File: src/rtl/sfc_pkg.sv
`default_nettype none

package sfc_pkg;

    localparam int POS_W      = 24;
    localparam int COORD_W    = 12;
    localparam int FRAC_W     = 8;
    localparam int FACT_W     = 16;
    localparam int CNT_CFG_W  = 5;
    localparam int OUT_IDX_W  = 4;
    localparam int CFG_IDX_W  = 2;
    localparam int CFG_DATA_W = 16;
    localparam int DIFF_W     = POS_W + 1;
    localparam int PROD_W     = DIFF_W + FACT_W + 1;
    localparam int RND_SHIFT  = 16;
    localparam int RND_W      = PROD_W - RND_SHIFT;
    localparam int SUM_W      = RND_W + 1;

    localparam int DEF_MAX_VERTICES = 16;

    localparam logic [CNT_CFG_W-1:0] RST_VERTEX_COUNT = 5'd16;
    localparam logic [FACT_W-1:0]    RST_EASE         = 16'd13107;
    localparam logic [FACT_W-1:0]    RST_DAMP         = 16'd52429;

    // register indexes on the configuration channel
    localparam logic [CFG_IDX_W-1:0] CFG_VERTEX_COUNT = 2'd0;
    localparam logic [CFG_IDX_W-1:0] CFG_EASE         = 2'd1;
    localparam logic [CFG_IDX_W-1:0] CFG_DAMP         = 2'd2;

    // command codes
    localparam logic FUNC_STEP = 1'b0;
    localparam logic FUNC_INIT = 1'b1;

    localparam logic signed [SUM_W-1:0] SAT_HI = 27'sd8388607;
    localparam logic signed [SUM_W-1:0] SAT_LO = -27'sd8388608;

    typedef struct packed {
        logic               func;
        logic [COORD_W-1:0] target_x;
        logic [COORD_W-1:0] target_y;
    } cmd_t;

    typedef struct packed {
        logic [OUT_IDX_W-1:0]    vertex_index;
        logic signed [POS_W-1:0] pos_x;
        logic signed [POS_W-1:0] pos_y;
        logic                    last;
    } res_t;

    typedef struct packed {
        logic [CFG_IDX_W-1:0]  index;
        logic [CFG_DATA_W-1:0] value;
    } cfg_t;

    typedef struct packed {
        logic signed [POS_W-1:0] pos_x;
        logic signed [POS_W-1:0] pos_y;
        logic signed [POS_W-1:0] vel_x;
        logic signed [POS_W-1:0] vel_y;
    } entry_t;

    typedef enum logic [7:0] {
        S_IDLE = 8'b0000_0001,
        S_INIT = 8'b0000_0010,
        S_RD   = 8'b0000_0100,
        S_MDX  = 8'b0000_1000,
        S_MDY  = 8'b0001_0000,
        S_MVX  = 8'b0010_0000,
        S_MVY  = 8'b0100_0000,
        S_WB   = 8'b1000_0000
    } state_t;

    // clamp a widened sum to the signed 24-bit range
    function automatic logic signed [POS_W-1:0] sat24(input logic signed [SUM_W-1:0] v);
        logic signed [POS_W-1:0] r;
        if (v > SAT_HI) begin
            r = SAT_HI[POS_W-1:0];
        end else if (v < SAT_LO) begin
            r = SAT_LO[POS_W-1:0];
        end else begin
            r = v[POS_W-1:0];
        end
        return r;
    endfunction

    function automatic logic signed [POS_W-1:0] add_sat(input logic signed [POS_W-1:0] a,
                                                        input logic signed [RND_W-1:0] b);
        logic signed [SUM_W-1:0] s;
        s = SUM_W'(a) + SUM_W'(b);
        return sat24(s);
    endfunction

endpackage

`default_nettype wire

File: src/rtl/sfc_chan_if.sv
`default_nettype none

interface sfc_chan_if #(parameter type data_t = logic) ();
    logic  valid;
    logic  ready;
    data_t data;

    modport source (output valid, output data, input ready);
    modport sink   (input valid, input data, output ready);
endinterface

`default_nettype wire

File: src/rtl/spring_follower_chain.sv
`default_nettype none

// Chain of damped spring followers, positions and velocities in signed Q15.8.
// A step command pulls vertex 0 toward the target and each later vertex toward
// the position just given to its predecessor; an init command places every
// vertex at the point with zero velocity. Each command returns one res word per
// vertex in use, vertex 0 first, with last set on the final word. In a step
// every vertex in use costs one state memory read and four products on the
// single shared multiplier (two ease, two damping), the write-back state also
// writing the vertex back and loading the result. An init needs no clearing
// pass: it drops the per-vertex valid bits and records the point, and a vertex
// without its valid bit reads as that point at rest. cmd is not ready while a
// command is at work; res backpressure stalls the sequencer. Write cfg only
// while idle.
module spring_follower_chain #(
    parameter int MAX_VERTICES = sfc_pkg::DEF_MAX_VERTICES
) (
    input  logic        clk,
    input  logic        rst_n,
    sfc_chan_if.sink    cfg,
    sfc_chan_if.sink    cmd,
    sfc_chan_if.source  res
);
    import sfc_pkg::*;

    localparam int IDX_W = (MAX_VERTICES > 1) ? $clog2(MAX_VERTICES) : 1;

    // configuration registers
    logic [CNT_CFG_W-1:0] vertex_count_reg;
    logic [FACT_W-1:0]    ease_reg;
    logic [FACT_W-1:0]    damp_reg;

    // sequencer
    state_t            state_reg, state_next;
    logic [IDX_W-1:0]  idx_reg, idx_next;
    logic [IDX_W-1:0]  last_idx_reg, last_idx_next;
    logic [IDX_W-1:0]  cfg_last_idx;

    // init point and per-vertex valid bits
    logic [COORD_W-1:0]      init_x_reg, init_x_next;
    logic [COORD_W-1:0]      init_y_reg, init_y_next;
    logic [MAX_VERTICES-1:0] valid_reg, valid_next;

    // working vertex and leader
    logic signed [POS_W-1:0] px_reg, px_next;
    logic signed [POS_W-1:0] py_reg, py_next;
    logic signed [POS_W-1:0] vx_reg, vx_next;
    logic signed [POS_W-1:0] vy_reg, vy_next;
    logic signed [POS_W-1:0] lx_reg, lx_next;
    logic signed [POS_W-1:0] ly_reg, ly_next;
    logic signed [POS_W-1:0] vy_fin;

    // state memory
    entry_t mem [MAX_VERTICES];
    entry_t mem_rd_reg;
    entry_t init_entry;
    entry_t cur_entry;
    entry_t wr_entry;
    logic   mem_we;

    // shared multiplier
    logic                     mul_en;
    logic signed [DIFF_W-1:0] mul_a;
    logic [FACT_W-1:0]        mul_f;
    logic signed [RND_W-1:0]  mul_rnd;

    // output register
    logic                    out_valid_reg, out_valid_next;
    logic [OUT_IDX_W-1:0]    out_idx_reg, out_idx_next;
    logic signed [POS_W-1:0] out_x_reg, out_x_next;
    logic signed [POS_W-1:0] out_y_reg, out_y_next;
    logic                    out_last_reg, out_last_next;
    logic                    out_free;
    logic                    out_load;

    logic cmd_fire;
    cmd_t cmd_word;
    cfg_t cfg_word;

    assign cmd_word  = cmd.data;
    assign cfg_word  = cfg.data;
    assign cmd.ready = (state_reg == S_IDLE);
    assign cfg.ready = 1'b1;
    assign cmd_fire  = cmd.valid && cmd.ready;

    assign out_free  = !out_valid_reg || res.ready;
    assign res.valid = out_valid_reg;
    assign res.data  = '{vertex_index: out_idx_reg, pos_x: out_x_reg,
                         pos_y: out_y_reg, last: out_last_reg};

    // ---------------------------------------------------------------
    // Configuration: unknown indexes drop the word
    // ---------------------------------------------------------------
    always_ff @(posedge clk or negedge rst_n)
    begin
        if (!rst_n)
        begin
            vertex_count_reg <= RST_VERTEX_COUNT;
            ease_reg         <= RST_EASE;
            damp_reg         <= RST_DAMP;
        end
        else if (cfg.valid && cfg.ready)
        begin
            unique case (cfg_word.index)
                CFG_VERTEX_COUNT: vertex_count_reg <= cfg_word.value[CNT_CFG_W-1:0];
                CFG_EASE:         ease_reg         <= cfg_word.value[FACT_W-1:0];
                CFG_DAMP:         damp_reg         <= cfg_word.value[FACT_W-1:0];
                default:          ;
            endcase
        end
    end

    // Clamp the vertex count to 1..MAX_VERTICES and hold it as the last index
    always_comb
    begin
        if (vertex_count_reg == '0)
        begin
            cfg_last_idx = '0;
        end
        else if (int'(vertex_count_reg) > MAX_VERTICES)
        begin
            cfg_last_idx = IDX_W'(MAX_VERTICES - 1);
        end
        else
        begin
            cfg_last_idx = IDX_W'(vertex_count_reg - 1'b1);
        end
    end

    // ---------------------------------------------------------------
    // State memory: one write port, one registered read port
    // ---------------------------------------------------------------
    always_ff @(posedge clk)
    begin
        if (mem_we)
        begin
            mem[idx_reg] <= wr_entry;
        end
        mem_rd_reg <= mem[idx_reg];
    end

    // A vertex not written since the last init sits at the init point at rest
    assign init_entry = '{pos_x: POS_W'({init_x_reg, FRAC_W'(0)}),
                          pos_y: POS_W'({init_y_reg, FRAC_W'(0)}),
                          vel_x: '0, vel_y: '0};
    assign cur_entry  = valid_reg[idx_reg] ? mem_rd_reg : init_entry;

    // Final damped velocity comes straight off the multiplier in write-back
    assign vy_fin   = sat24(SUM_W'(mul_rnd));
    assign wr_entry = '{pos_x: px_reg, pos_y: py_reg, vel_x: vx_reg, vel_y: vy_fin};

    // ---------------------------------------------------------------
    // Shared multiplier operand select
    // ---------------------------------------------------------------
    always_comb
    begin
        mul_en = 1'b0;
        mul_a  = '0;
        mul_f  = ease_reg;
        unique case (state_reg)
            S_MDX:
            begin
                mul_en = 1'b1;
                mul_a  = DIFF_W'(lx_reg) - DIFF_W'(cur_entry.pos_x);
            end
            S_MDY:
            begin
                mul_en = 1'b1;
                mul_a  = DIFF_W'(ly_reg) - DIFF_W'(py_reg);
            end
            S_MVX:
            begin
                mul_en = 1'b1;
                mul_a  = DIFF_W'(vx_reg);
                mul_f  = damp_reg;
            end
            S_MVY:
            begin
                mul_en = 1'b1;
                mul_a  = DIFF_W'(vy_reg);
                mul_f  = damp_reg;
            end
            default:
            begin
                mul_en = 1'b0;
            end
        endcase
    end

    sfc_mul_unit u_mul (
        .clk (clk),
        .en  (mul_en),
        .a   (mul_a),
        .f   (mul_f),
        .rnd (mul_rnd)
    );

    // ---------------------------------------------------------------
    // Sequencer
    // ---------------------------------------------------------------
    always_comb
    begin
        state_next     = state_reg;
        idx_next       = idx_reg;
        last_idx_next  = last_idx_reg;
        init_x_next    = init_x_reg;
        init_y_next    = init_y_reg;
        valid_next     = valid_reg;
        px_next        = px_reg;
        py_next        = py_reg;
        vx_next        = vx_reg;
        vy_next        = vy_reg;
        lx_next        = lx_reg;
        ly_next        = ly_reg;
        mem_we         = 1'b0;
        out_load       = 1'b0;
        out_idx_next   = out_idx_reg;
        out_x_next     = out_x_reg;
        out_y_next     = out_y_reg;
        out_last_next  = out_last_reg;

        unique case (state_reg)
            S_IDLE:
            begin
                if (cmd_fire)
                begin
                    idx_next      = '0;
                    last_idx_next = cfg_last_idx;
                    lx_next       = POS_W'({cmd_word.target_x, FRAC_W'(0)});
                    ly_next       = POS_W'({cmd_word.target_y, FRAC_W'(0)});
                    if (cmd_word.func == FUNC_INIT)
                    begin
                        init_x_next = cmd_word.target_x;
                        init_y_next = cmd_word.target_y;
                        valid_next  = '0;
                        state_next  = S_INIT;
                    end
                    else
                    begin
                        state_next = S_RD;
                    end
                end
            end
            S_INIT:
            begin
                // every vertex reads as the init point; just emit them
                if (out_free)
                begin
                    out_load      = 1'b1;
                    out_idx_next  = OUT_IDX_W'(idx_reg);
                    out_x_next    = init_entry.pos_x;
                    out_y_next    = init_entry.pos_y;
                    out_last_next = (idx_reg == last_idx_reg);
                    if (idx_reg == last_idx_reg)
                    begin
                        idx_next   = '0;
                        state_next = S_IDLE;
                    end
                    else
                    begin
                        idx_next = idx_reg + IDX_W'(1);
                    end
                end
            end
            S_RD:
            begin
                state_next = S_MDX;
            end
            S_MDX:
            begin
                px_next    = cur_entry.pos_x;
                py_next    = cur_entry.pos_y;
                vx_next    = cur_entry.vel_x;
                vy_next    = cur_entry.vel_y;
                state_next = S_MDY;
            end
            S_MDY:
            begin
                vx_next    = add_sat(vx_reg, mul_rnd);
                state_next = S_MVX;
            end
            S_MVX:
            begin
                vy_next    = add_sat(vy_reg, mul_rnd);
                px_next    = add_sat(px_reg, RND_W'(vx_reg));
                state_next = S_MVY;
            end
            S_MVY:
            begin
                vx_next    = sat24(SUM_W'(mul_rnd));
                py_next    = add_sat(py_reg, RND_W'(vy_reg));
                state_next = S_WB;
            end
            S_WB:
            begin
                // hold here while the result slot is full
                if (out_free)
                begin
                    mem_we              = 1'b1;
                    valid_next[idx_reg] = 1'b1;
                    vy_next             = vy_fin;
                    lx_next             = px_reg;
                    ly_next             = py_reg;
                    out_load            = 1'b1;
                    out_idx_next        = OUT_IDX_W'(idx_reg);
                    out_x_next          = px_reg;
                    out_y_next          = py_reg;
                    out_last_next       = (idx_reg == last_idx_reg);
                    if (idx_reg == last_idx_reg)
                    begin
                        idx_next   = '0;
                        state_next = S_IDLE;
                    end
                    else
                    begin
                        idx_next   = idx_reg + IDX_W'(1);
                        state_next = S_RD;
                    end
                end
            end
            default:
            begin
                state_next = S_IDLE;
            end
        endcase

        if (out_load)
        begin
            out_valid_next = 1'b1;
        end
        else if (res.ready)
        begin
            out_valid_next = 1'b0;
        end
        else
        begin
            out_valid_next = out_valid_reg;
        end
    end

    // control state
    always_ff @(posedge clk or negedge rst_n)
    begin
        if (!rst_n)
        begin
            state_reg     <= S_IDLE;
            idx_reg       <= '0;
            last_idx_reg  <= '0;
            init_x_reg    <= '0;
            init_y_reg    <= '0;
            valid_reg     <= '0;
            out_valid_reg <= 1'b0;
        end
        else
        begin
            state_reg     <= state_next;
            idx_reg       <= idx_next;
            last_idx_reg  <= last_idx_next;
            init_x_reg    <= init_x_next;
            init_y_reg    <= init_y_next;
            valid_reg     <= valid_next;
            out_valid_reg <= out_valid_next;
        end
    end

    // payload
    always_ff @(posedge clk)
    begin
        px_reg       <= px_next;
        py_reg       <= py_next;
        vx_reg       <= vx_next;
        vy_reg       <= vy_next;
        lx_reg       <= lx_next;
        ly_reg       <= ly_next;
        out_idx_reg  <= out_idx_next;
        out_x_reg    <= out_x_next;
        out_y_reg    <= out_y_next;
        out_last_reg <= out_last_next;
    end

    // ---------------------------------------------------------------
    // Assertions
    // ---------------------------------------------------------------
    a_busy_after_cmd: assert property (@(posedge clk) disable iff (!rst_n)
        cmd_fire |=> !cmd.ready)
        else $error("cmd still ready after a command was taken");

    a_idle_index_zero: assert property (@(posedge clk) disable iff (!rst_n)
        (state_reg == S_IDLE) |-> (idx_reg == '0))
        else $error("vertex index not rewound when idle");

    a_write_in_range: assert property (@(posedge clk) disable iff (!rst_n)
        mem_we |-> (idx_reg <= last_idx_reg))
        else $error("state memory written beyond the vertices in use");

    a_load_shows: assert property (@(posedge clk) disable iff (!rst_n)
        out_load |=> (out_valid_reg && (out_last_reg == (state_reg == S_IDLE))))
        else $error("loaded result missing or last flag out of step with sequencer");

endmodule

`default_nettype wire

File: src/rtl/sfc_mul_unit.sv
`default_nettype none

module sfc_mul_unit (
    input  logic                               clk,
    input  logic                               en,
    input  logic signed [sfc_pkg::DIFF_W-1:0]  a,
    input  logic        [sfc_pkg::FACT_W-1:0]  f,
    output logic signed [sfc_pkg::RND_W-1:0]   rnd
);
    import sfc_pkg::*;

    localparam logic signed [PROD_W-1:0] ROUND_BIAS = 42'sd32768;

    logic signed [PROD_W-1:0] prod;
    logic signed [RND_W-1:0]  rnd_reg;

    // Q0.16 product, round to nearest with ties up, then drop the fraction
    assign prod = PROD_W'(a) * $signed({1'b0, f}) + ROUND_BIAS;

    always_ff @(posedge clk)
    begin
        if (en)
        begin
            rnd_reg <= prod[PROD_W-1:RND_SHIFT];
        end
    end

    assign rnd = rnd_reg;

endmodule

`default_nettype wire

File: src/flat_wrapper.sv
// flat-port wrapper written by rule: the top's interface ports become plain ports
module spring_follower_chain_flat import sfc_pkg::*;
#(
    parameter int MAX_VERTICES = sfc_pkg::DEF_MAX_VERTICES
)
  (clk, rst_n, cfg_valid, cfg_data, cfg_ready, cmd_valid, cmd_data, cmd_ready, res_valid, res_data, res_ready);
  sfc_chan_if #(.data_t(cfg_t)) cfg_i ();
  sfc_chan_if #(.data_t(cmd_t)) cmd_i ();
  sfc_chan_if #(.data_t(res_t)) res_i ();
  input  logic clk;
  input  logic rst_n;
  input wire logic [$bits(cfg_i.valid)-1:0] cfg_valid;
  input wire logic [$bits(cfg_i.data)-1:0] cfg_data;
  output wire logic [$bits(cfg_i.ready)-1:0] cfg_ready;
  input wire logic [$bits(cmd_i.valid)-1:0] cmd_valid;
  input wire logic [$bits(cmd_i.data)-1:0] cmd_data;
  output wire logic [$bits(cmd_i.ready)-1:0] cmd_ready;
  output wire logic [$bits(res_i.valid)-1:0] res_valid;
  output wire logic [$bits(res_i.data)-1:0] res_data;
  input wire logic [$bits(res_i.ready)-1:0] res_ready;
  assign cfg_i.valid = cfg_valid;
  assign cfg_i.data = cfg_data;
  assign cfg_ready = cfg_i.ready;
  assign cmd_i.valid = cmd_valid;
  assign cmd_i.data = cmd_data;
  assign cmd_ready = cmd_i.ready;
  assign res_valid = res_i.valid;
  assign res_data = res_i.data;
  assign res_i.ready = res_ready;
  spring_follower_chain #(.MAX_VERTICES(MAX_VERTICES)) u_core (.clk(clk), .rst_n(rst_n), .cfg(cfg_i), .cmd(cmd_i), .res(res_i));
endmodule
File: config.mk
export PLATFORM = sky130hd
export DESIGN_NAME = spring_follower_chain_flat
export DESIGN_NICKNAME = d
export VERILOG_FILES = /design/src/rtl/sfc_pkg.sv /design/src/rtl/sfc_chan_if.sv /design/src/rtl/spring_follower_chain.sv /design/src/rtl/sfc_mul_unit.sv /design/src/flat_wrapper.sv
export SDC_FILE = /design/constraint.sdc
export NUM_CORES = 2
export LEC_CHECK = 0
export BUFFER_PORTS_ARGS = -buffer_cell sky130_fd_sc_hd__clkbuf_2
export CORE_ASPECT_RATIO = 1.4
export CORE_MARGIN = 1
export CORE_UTILIZATION = 35
export CTS_CLUSTER_DIAMETER = 30
export DETAILED_ROUTE_END_ITERATION = 10
export MAX_ROUTING_LAYER = met4
export PLACE_DENSITY_LB_ADDON = 0.15
export SYNTH_ARGS = -nofsm -noshare
export SYNTH_HDL_FRONTEND = slang
export SYNTH_SLANG_ARGS = --single-unit
File: constraint.sdc
create_clock -name clk -period 10.9 [get_ports clk]
set_input_delay 0.545 -clock clk [delete_from_list [all_inputs] [get_ports clk]]
set_output_delay 0.545 -clock clk [all_outputs]
set_load 0.01 [all_outputs]
## After elaboration in Yosys (flattened, before gate mapping)

Memory sizes are Yosys's and may differ from the RTL's. A register that Yosys moved wholly into a read port is not among the register bits.
Cells that the tools add are included.
W data, S select, Z words.

| storage, ports and cells | value |
|---|---|
| register bits after elaboration | 317 |
| RAM bits | 1536 |
| input port bits | 48 |
| output and inout port bits | 56 |
| word-level logic and storage cells | 149 |
| memories kept | 1 |

Memory list:

| name | depth | bits a word | rd ports | clocked after memory_dff | write ports | line | text |
|---|---|---|---|---|---|---|---|
| u_core.mem | 16 | 96 | 1 | 1 | 1 | spring_follower_chain.sv:54 | `entry_t mem [MAX_VERTICES];` |

| cells by class | value |
|---|---|
| $add $sub $neg | 9 |
| multiply operators | 1 |
| magnitude comparators | 13 |
| eq/ne operators | 17 |
| mux-type cells | 57 |
| bitwise logic cells | 1 |
| reductions and logical operators | 29 |

Operators with widths:

| operator | count |
|---|---|
| $mux W24 | 17 |
| $pmux W24 S2 | 6 |
| $pmux W24 S3 | 2 |
| $gt A27 B24 Y1 const B | 4 |
| $lt A27 B24 Y1 const B | 4 |
| $pmux W25 S4 | 1 |
| $mux W96 | 1 |
| $mux W16 | 4 |
| $pmux W8 S8 | 1 |
| $add A24 B26 Y27 | 2 |
| $add A24 B24 Y25 | 2 |
| $sub A24 B24 Y25 | 2 |
| $add A42 B17 Y42 const B | 1 |
| $mul A25 B17 Y42 | 1 |
| $mux W8 | 4 |
| $pmux W16 S2 | 1 |
| $gt A26 B24 Y1 const B | 1 |
| $lt A26 B24 Y1 const B | 1 |
| $mux W4 | 5 |
| $or A16 B16 Y16 | 1 |
| $reduce_and A2 Y1 | 6 |
| $reduce_and A3 Y1 | 4 |
| $reduce_bool A2 Y1 | 6 |
| $mux W1 | 10 |
| 31 further kinds | 40 |

## Longest topological paths before layout

| logic depth | value |
|---|---|
| word-level depth | 7 |
| gate-level depth with buffers | 43 |
| gate-level depth less buffers | 39 |

## Modules after synthesis

From an unflattened synthesis, not the netlist that was laid out.

| unflattened totals | value |
|---|---|
| cell total of the unflattened synthesis | 6045 |
| area, all modules | 95216.3 um2 |

By module, submodules not included:

| module | instances | cells an instance | area an instance (um2) | seq. area each (um2) |
|---|---|---|---|---|
| spring_follower_chain | 1 | 4384 | 79880.4 | 56337.8 |
| sfc_mul_unit | 1 | 1661 | 15336.0 | 780.7 |

## Least setup slack after synthesis

OpenSTA, ideal clock, no wires.

| timing | value |
|---|---|
| path kind | reg-to-reg |
| from | register u_core.idx_reg[0] |
| to | register u_core.u_mul.rnd_reg[19], in the netlist u_core.u_mul.rnd[19] (data pin) |
| library setup time | 0.265 ns |
| data arrival time | 10.045 ns |
| required time | 10.635 ns |
| slack | 0.590 ns |
| stages on the path, launching flop included | 39 |
| buffers on the path | 3 |
| clock period less this slack | 10.310 ns |
| cells stage by stage | dfrtp_1 > buf_6 > mux2i_1 > mux4_2 > nor2_1 > a21o_1 > buf_2 > buf_1 > and2_1 > ha_1 > fa_1 > nor2b_1 > o21ai_0 > nand2b_1 > a311oi_1 > o21ai_0 > a31oi_1 > xnor2_1 > (+3 left out) > fa_1 > fa_1 > inv_1 > fa_1 > inv_1 > fa_1 > fa_1 > ha_1 > and4_1 > a211oi_1 > o21ai_0 > a2111oi_1 > o21a_1 > o21ai_2 > a21o_1 > a21oi_1 > o21ai_0 > xor2_1 |

| on the way | value |
|---|---|
| cells in the longest elaborated chain, start to end | 7 |

RTL lines:

| what | line | text |
|---|---|---|
| start, declared | spring_follower_chain.sv:35 | `logic [IDX_W-1:0] idx_reg, idx_next;` |
| start signal, assigned | spring_follower_chain.sv:357 | `idx_reg <= idx_next;` |
| $bmux W1 S4 | spring_follower_chain.sv:146 | `assign cur_entry = valid_reg[idx_reg] ? mem_rd_reg : init_entry;` |
| $mux W1 (not written as such) | spring_follower_chain.sv:146 |  |
| $mux W96 | spring_follower_chain.sv:146 |  |
| $sub A24 B24 Y25 | spring_follower_chain.sv:164 | `mul_a = DIFF_W'(lx_reg) - DIFF_W'(cur_entry.pos_x);` |
| $pmux W25 S4 | spring_follower_chain.sv:160 | `unique case (state_reg)` |
| $mul A25 B17 Y42 | sfc_mul_unit.sv:18 | `assign prod = PROD_W'(a) * $signed({1'b0, f}) + ROUND_BIAS;` |
| $add A42 B17 Y42 | sfc_mul_unit.sv:18 |  |
| via u_core.u_mul.prod[35] | sfc_mul_unit.sv:14 | `logic signed [PROD_W-1:0] prod;` |
| end signal, assigned | sfc_mul_unit.sv:24 | `rnd_reg <= prod[PROD_W-1:RND_SHIFT];` |
| end, declared | sfc_mul_unit.sv:15 | `logic signed [RND_W-1:0] rnd_reg;` |

The timed path passes the listed nets, and every way through them passes these cells. The select of a mux whose other input is x is not followed.
A chain may end at the register's enable or synchronous reset.

## Worst setup path after layout

| timing | value |
|---|---|
| from | register u_core.idx_reg[0] |
| to | register u_core.u_mul.rnd_reg[25], in the netlist u_core.u_mul.rnd[25] (data pin) |

Same word-level chain as after synthesis.

==> results.sh <==
export IMPL_synth_lib_cells_used_distinct=89
export IMPL_power_leakage_nw=41.8
export IMPL_cts_inserted_buffers=352
export IMPL_finalSetupViolations=0
export IMPL_flow_area_growth_from_synthesis_pct=19.1
export IMPL_timing_critical_path_from_type="register"
export IMPL_mostFrequentLayoutCell="edfxtp_1"
export IMPL_launch_point_of_the_worst_hold_path="cfg_data[2]"
export IMPL_ir_drop_uv=125
export IMPL_io_buffer_count=102
export IMPL_synth_area_leaders="edfxtp_1 55%, mux4_2 11%, fa_1 8.3%"
export IMPL_crit_path_max_fanout=19
export IMPL_via_count=55800
export IMPL_viasPerCell=5.37
export IMPL_grt_pass1_vias=58900
export IMPL_worst_skew_pair_late_latency_ns=0.87
export IMPL_grt_pass1_wl_um=435000
export IMPL_maximum_operating_frequency_ghz=0.0961
export IMPL_hold_class="in2reg"
export IMPL_final_max_slew_violation_count=0
export IMPL_synth_seq_area_share_pct=59.9
export IMPL_cp_common_cell="fa_1"
export IMPL_relSlewSlack_pct=15.4
export IMPL_placement_cell_area_mm2=0.101
export IMPL_cell_area_power_density_mw_per_mm2=225
export IMPL_ys_dominant_reg_cell="edfxtp_1"
export IMPL_postSynth_asyncResetShare_pct=4.82
export IMPL_slew_at_the_pin_with_the_worst_max_slew_slack_ns=1.27
export IMPL_crit_slowest_cell="dfrtp_4"
export IMPL_placement_rows=226
export IMPL_core_region_area_mm2=0.271
export IMPL_critPathKind="reg2reg"
export IMPL_grt_overflow_total=0
export IMPL_mostFrequentLayoutCells="1,759 x edfxtp_1, 537 x inv_1, 481 x mux4_2"
export IMPL_cap_viol_max_count=0
export IMPL_stdcell_area_mm2=0.114
export IMPL_end_kind="register"
export IMPL_finalNetCount=7257
export IMPL_synth_area_mm2=0.0954
export IMPL_grt_max_degree=122
export IMPL_worst_endpoint_data_arrival_time_ns=10.98
export IMPL_hold_viol=0
export IMPL_htree_depth=5
export IMPL_initial_antenna_violation_count=15
export IMPL_post_synth_cell_area_avg_um2=15.6
export IMPL_drt_first_pass_iters=5
export IMPL_status="complete, no violations"
export IMPL_finalCriticalPeriod_ns=10.41
export IMPL_max_reg_flops=1536
export IMPL_drc_errors=0
export IMPL_worst_endpoint_required_ns=11.47
export IMPL_synth_seq_cells=1949
export IMPL_syn_inst=6119
export IMPL_num_io_pins=104
export IMPL_finalWeightedCongestion=0.933
export IMPL_hold_ws_ns=0.0527
export IMPL_worst_setup_hold_path_clk_slew_ns=0.05
export IMPL_synth_edff_count=1759
export IMPL_critical_path_startpoint="u_core.idx_reg[0]"
export IMPL_vertical_extent_of_the_die_um=620
export IMPL_wirelength_um=304000
export IMPL_synth_nets=6836
export IMPL_detail_route_iter0_violations=4370
export IMPL_clockBufferDepth=4
export IMPL_average_detailed_routed_wire_length_per_instance_um=29.3
export IMPL_gr_usage_all_layers_pct=22.8
export IMPL_detail_route_antenna_nets=0
export IMPL_critical_path_max_stage_delay_ns=0.60
export IMPL_number_of_sinks_handled_by_clock_tree_synthesis=1949
export IMPL_finalCoreUtilization_pct=42.0
export IMPL_total_die_area_mm2=0.275
export IMPL_rr_startpoint="u_core.idx_reg[0]"
export IMPL_place_hpwl_um=196000
export IMPL_timing_final_crit_share_pct=95.5
export IMPL_yosysTopAreaCell="edfxtp_1"
export IMPL_die_width_um=443
export IMPL_cts_root_buffer_cell="clkbuf_16"
export IMPL_fin_skew_ns=0.0623
export IMPL_initial_core_util_pct=35.2
export IMPL_yosys_area_top_type_share_pct=55.4
export IMPL_layout_cells_sized_above_1_pct=23.0
export IMPL_cts_tree="built"
export IMPL_yosys_warnings=0
export IMPL_rrSetupSlack_ns=0.49
==> synth_stat cells (36+ instances only) <==
master,instances
a21o_1,102
a21oi_1,157
a22oi_1,37
a31oi_1,37
and2_1,59
buf_1,49
clkbuf_1,190
dfrtp_1,75
dfxtp_1,96
edfxtp_1,1759
fa_1,396
ha_1,273
inv_1,538
mux2_2,72
mux2i_1,58
mux4_2,481
nand2_1,375
nand2b_1,47
nand3_1,42
nor2_1,446
nor2b_1,40
nor3_1,36
o21ai_0,154
o22ai_1,37
or2_2,43
xnor2_1,83
xor2_1,61
==> worst max-delay path, delay by kind of cell (launching register included) <==
| kind | cells | cell delay, ns |
|---|---|---|
| simple gates | 7 | 0.89 |
| buf+inv | 9 | 1.14 |
| fa+ha+maj | 8 | 3.76 |
| xor+xnor | 2 | 0.25 |
| compound gates | 10 | 2.29 |
| flops | 1 | 0.60 |
| mux | 3 | 1.16 |
==> through the flow <==
step	worst slack (ns)	power (mW)	setup TNS, ns	cells
6_report	0.494	25.6	0	10400
5_1_grt	-0.00984	26.5	-0.00984	10400
4_1_cts	0.0356	25.7	0	10400
3_5_place_dp	-0.144	14.5	-0.466	9681
3_3_place_gp	-0.106	14.5	-0.160	9681
2_1_floorplan	0.590	12.5	0	6119
==> cell families (layout without fill, tap and decap cells) <==
logic type | count (synthesis) | after routing | synth area share (%)
XOR/XNOR | 144 | 144 | 1.32
multiplexers | 611 | 611 | 12.8
other | 1 | 11 | 0.00393
buffers and inverters | 793 | 1511 | 3.15
adder cells (fa/ha/maj) | 672 | 672 | 11.9
flip-flops | 1949 | 1949 | 59.9
AND/OR/NAND/NOR | 1195 | 1195 | 5.65
AO/OA/AOI/OAI | 754 | 754 | 5.26
==> worst paths after layout <==
path | end | cells past startpoint
worst max-delay path | u_core.u_mul.rnd[25] | 39
worst min-delay path | u_core.vertex_count_reg[2] | 2
worst max register to register | u_core.u_mul.rnd[25] | 39
worst min register to register | u_core.valid_reg[4] | 2
max in group asynchronous | u_core.idx_reg[1] | 3
min in group asynchronous | u_core.init_y_reg[1] | 2
==> report_power, final <==
group	internal, mW	switching (mW)	total (mW)	leakage (nW)
registers	8.66	0.367	9.02	17.8
clock network	7.18	3.89	11.1	5.79
logic	2.12	3.33	5.45	18.2
total	18.0	7.59	25.6	41.8
==> per-layer routing <==
| metal | wire length [um] | global-route usage, % | part of all wire, % | vias to the layer above |
|---|---|---|---|---|
| met4 | 13200 | 8.85 | 4.3 | 0 |
| met2 | 157000 | 39.3 | 52 | 1722 |
| met5 | 0 | - | 0 | - |
| met3 | 13800 | 2.88 | 4.5 | 522 |
| met1 | 120000 | 27.1 | 40 | 29700 |
| li1 | - | - | - | 23900 |
==> repair_timing <==
action / in CTS / in global routing
endpoints found under the setup margin: 8 / 14
hold buffers: 35 / 0
pin swaps: 0 / 3
endpoints found under the hold margin: 92 / 0
gates resized for setup: 3 / 30
buffers inserted: 0 / 4
==> cell type report <==
cell class | instances | area (um^2)
inverters | 540 | 2030
multi-input cells | 3377 | 35600
diodes | 10 | 25.0
clock inverters | 215 | 2580
well taps | 3534 | 4420
flip-flops and latches | 1949 | 57100
repair buffers | 320 | 2390
clock buffers | 436 | 9500
fillers | 24400 | 157000
Power figures use the tool's default switching activity.
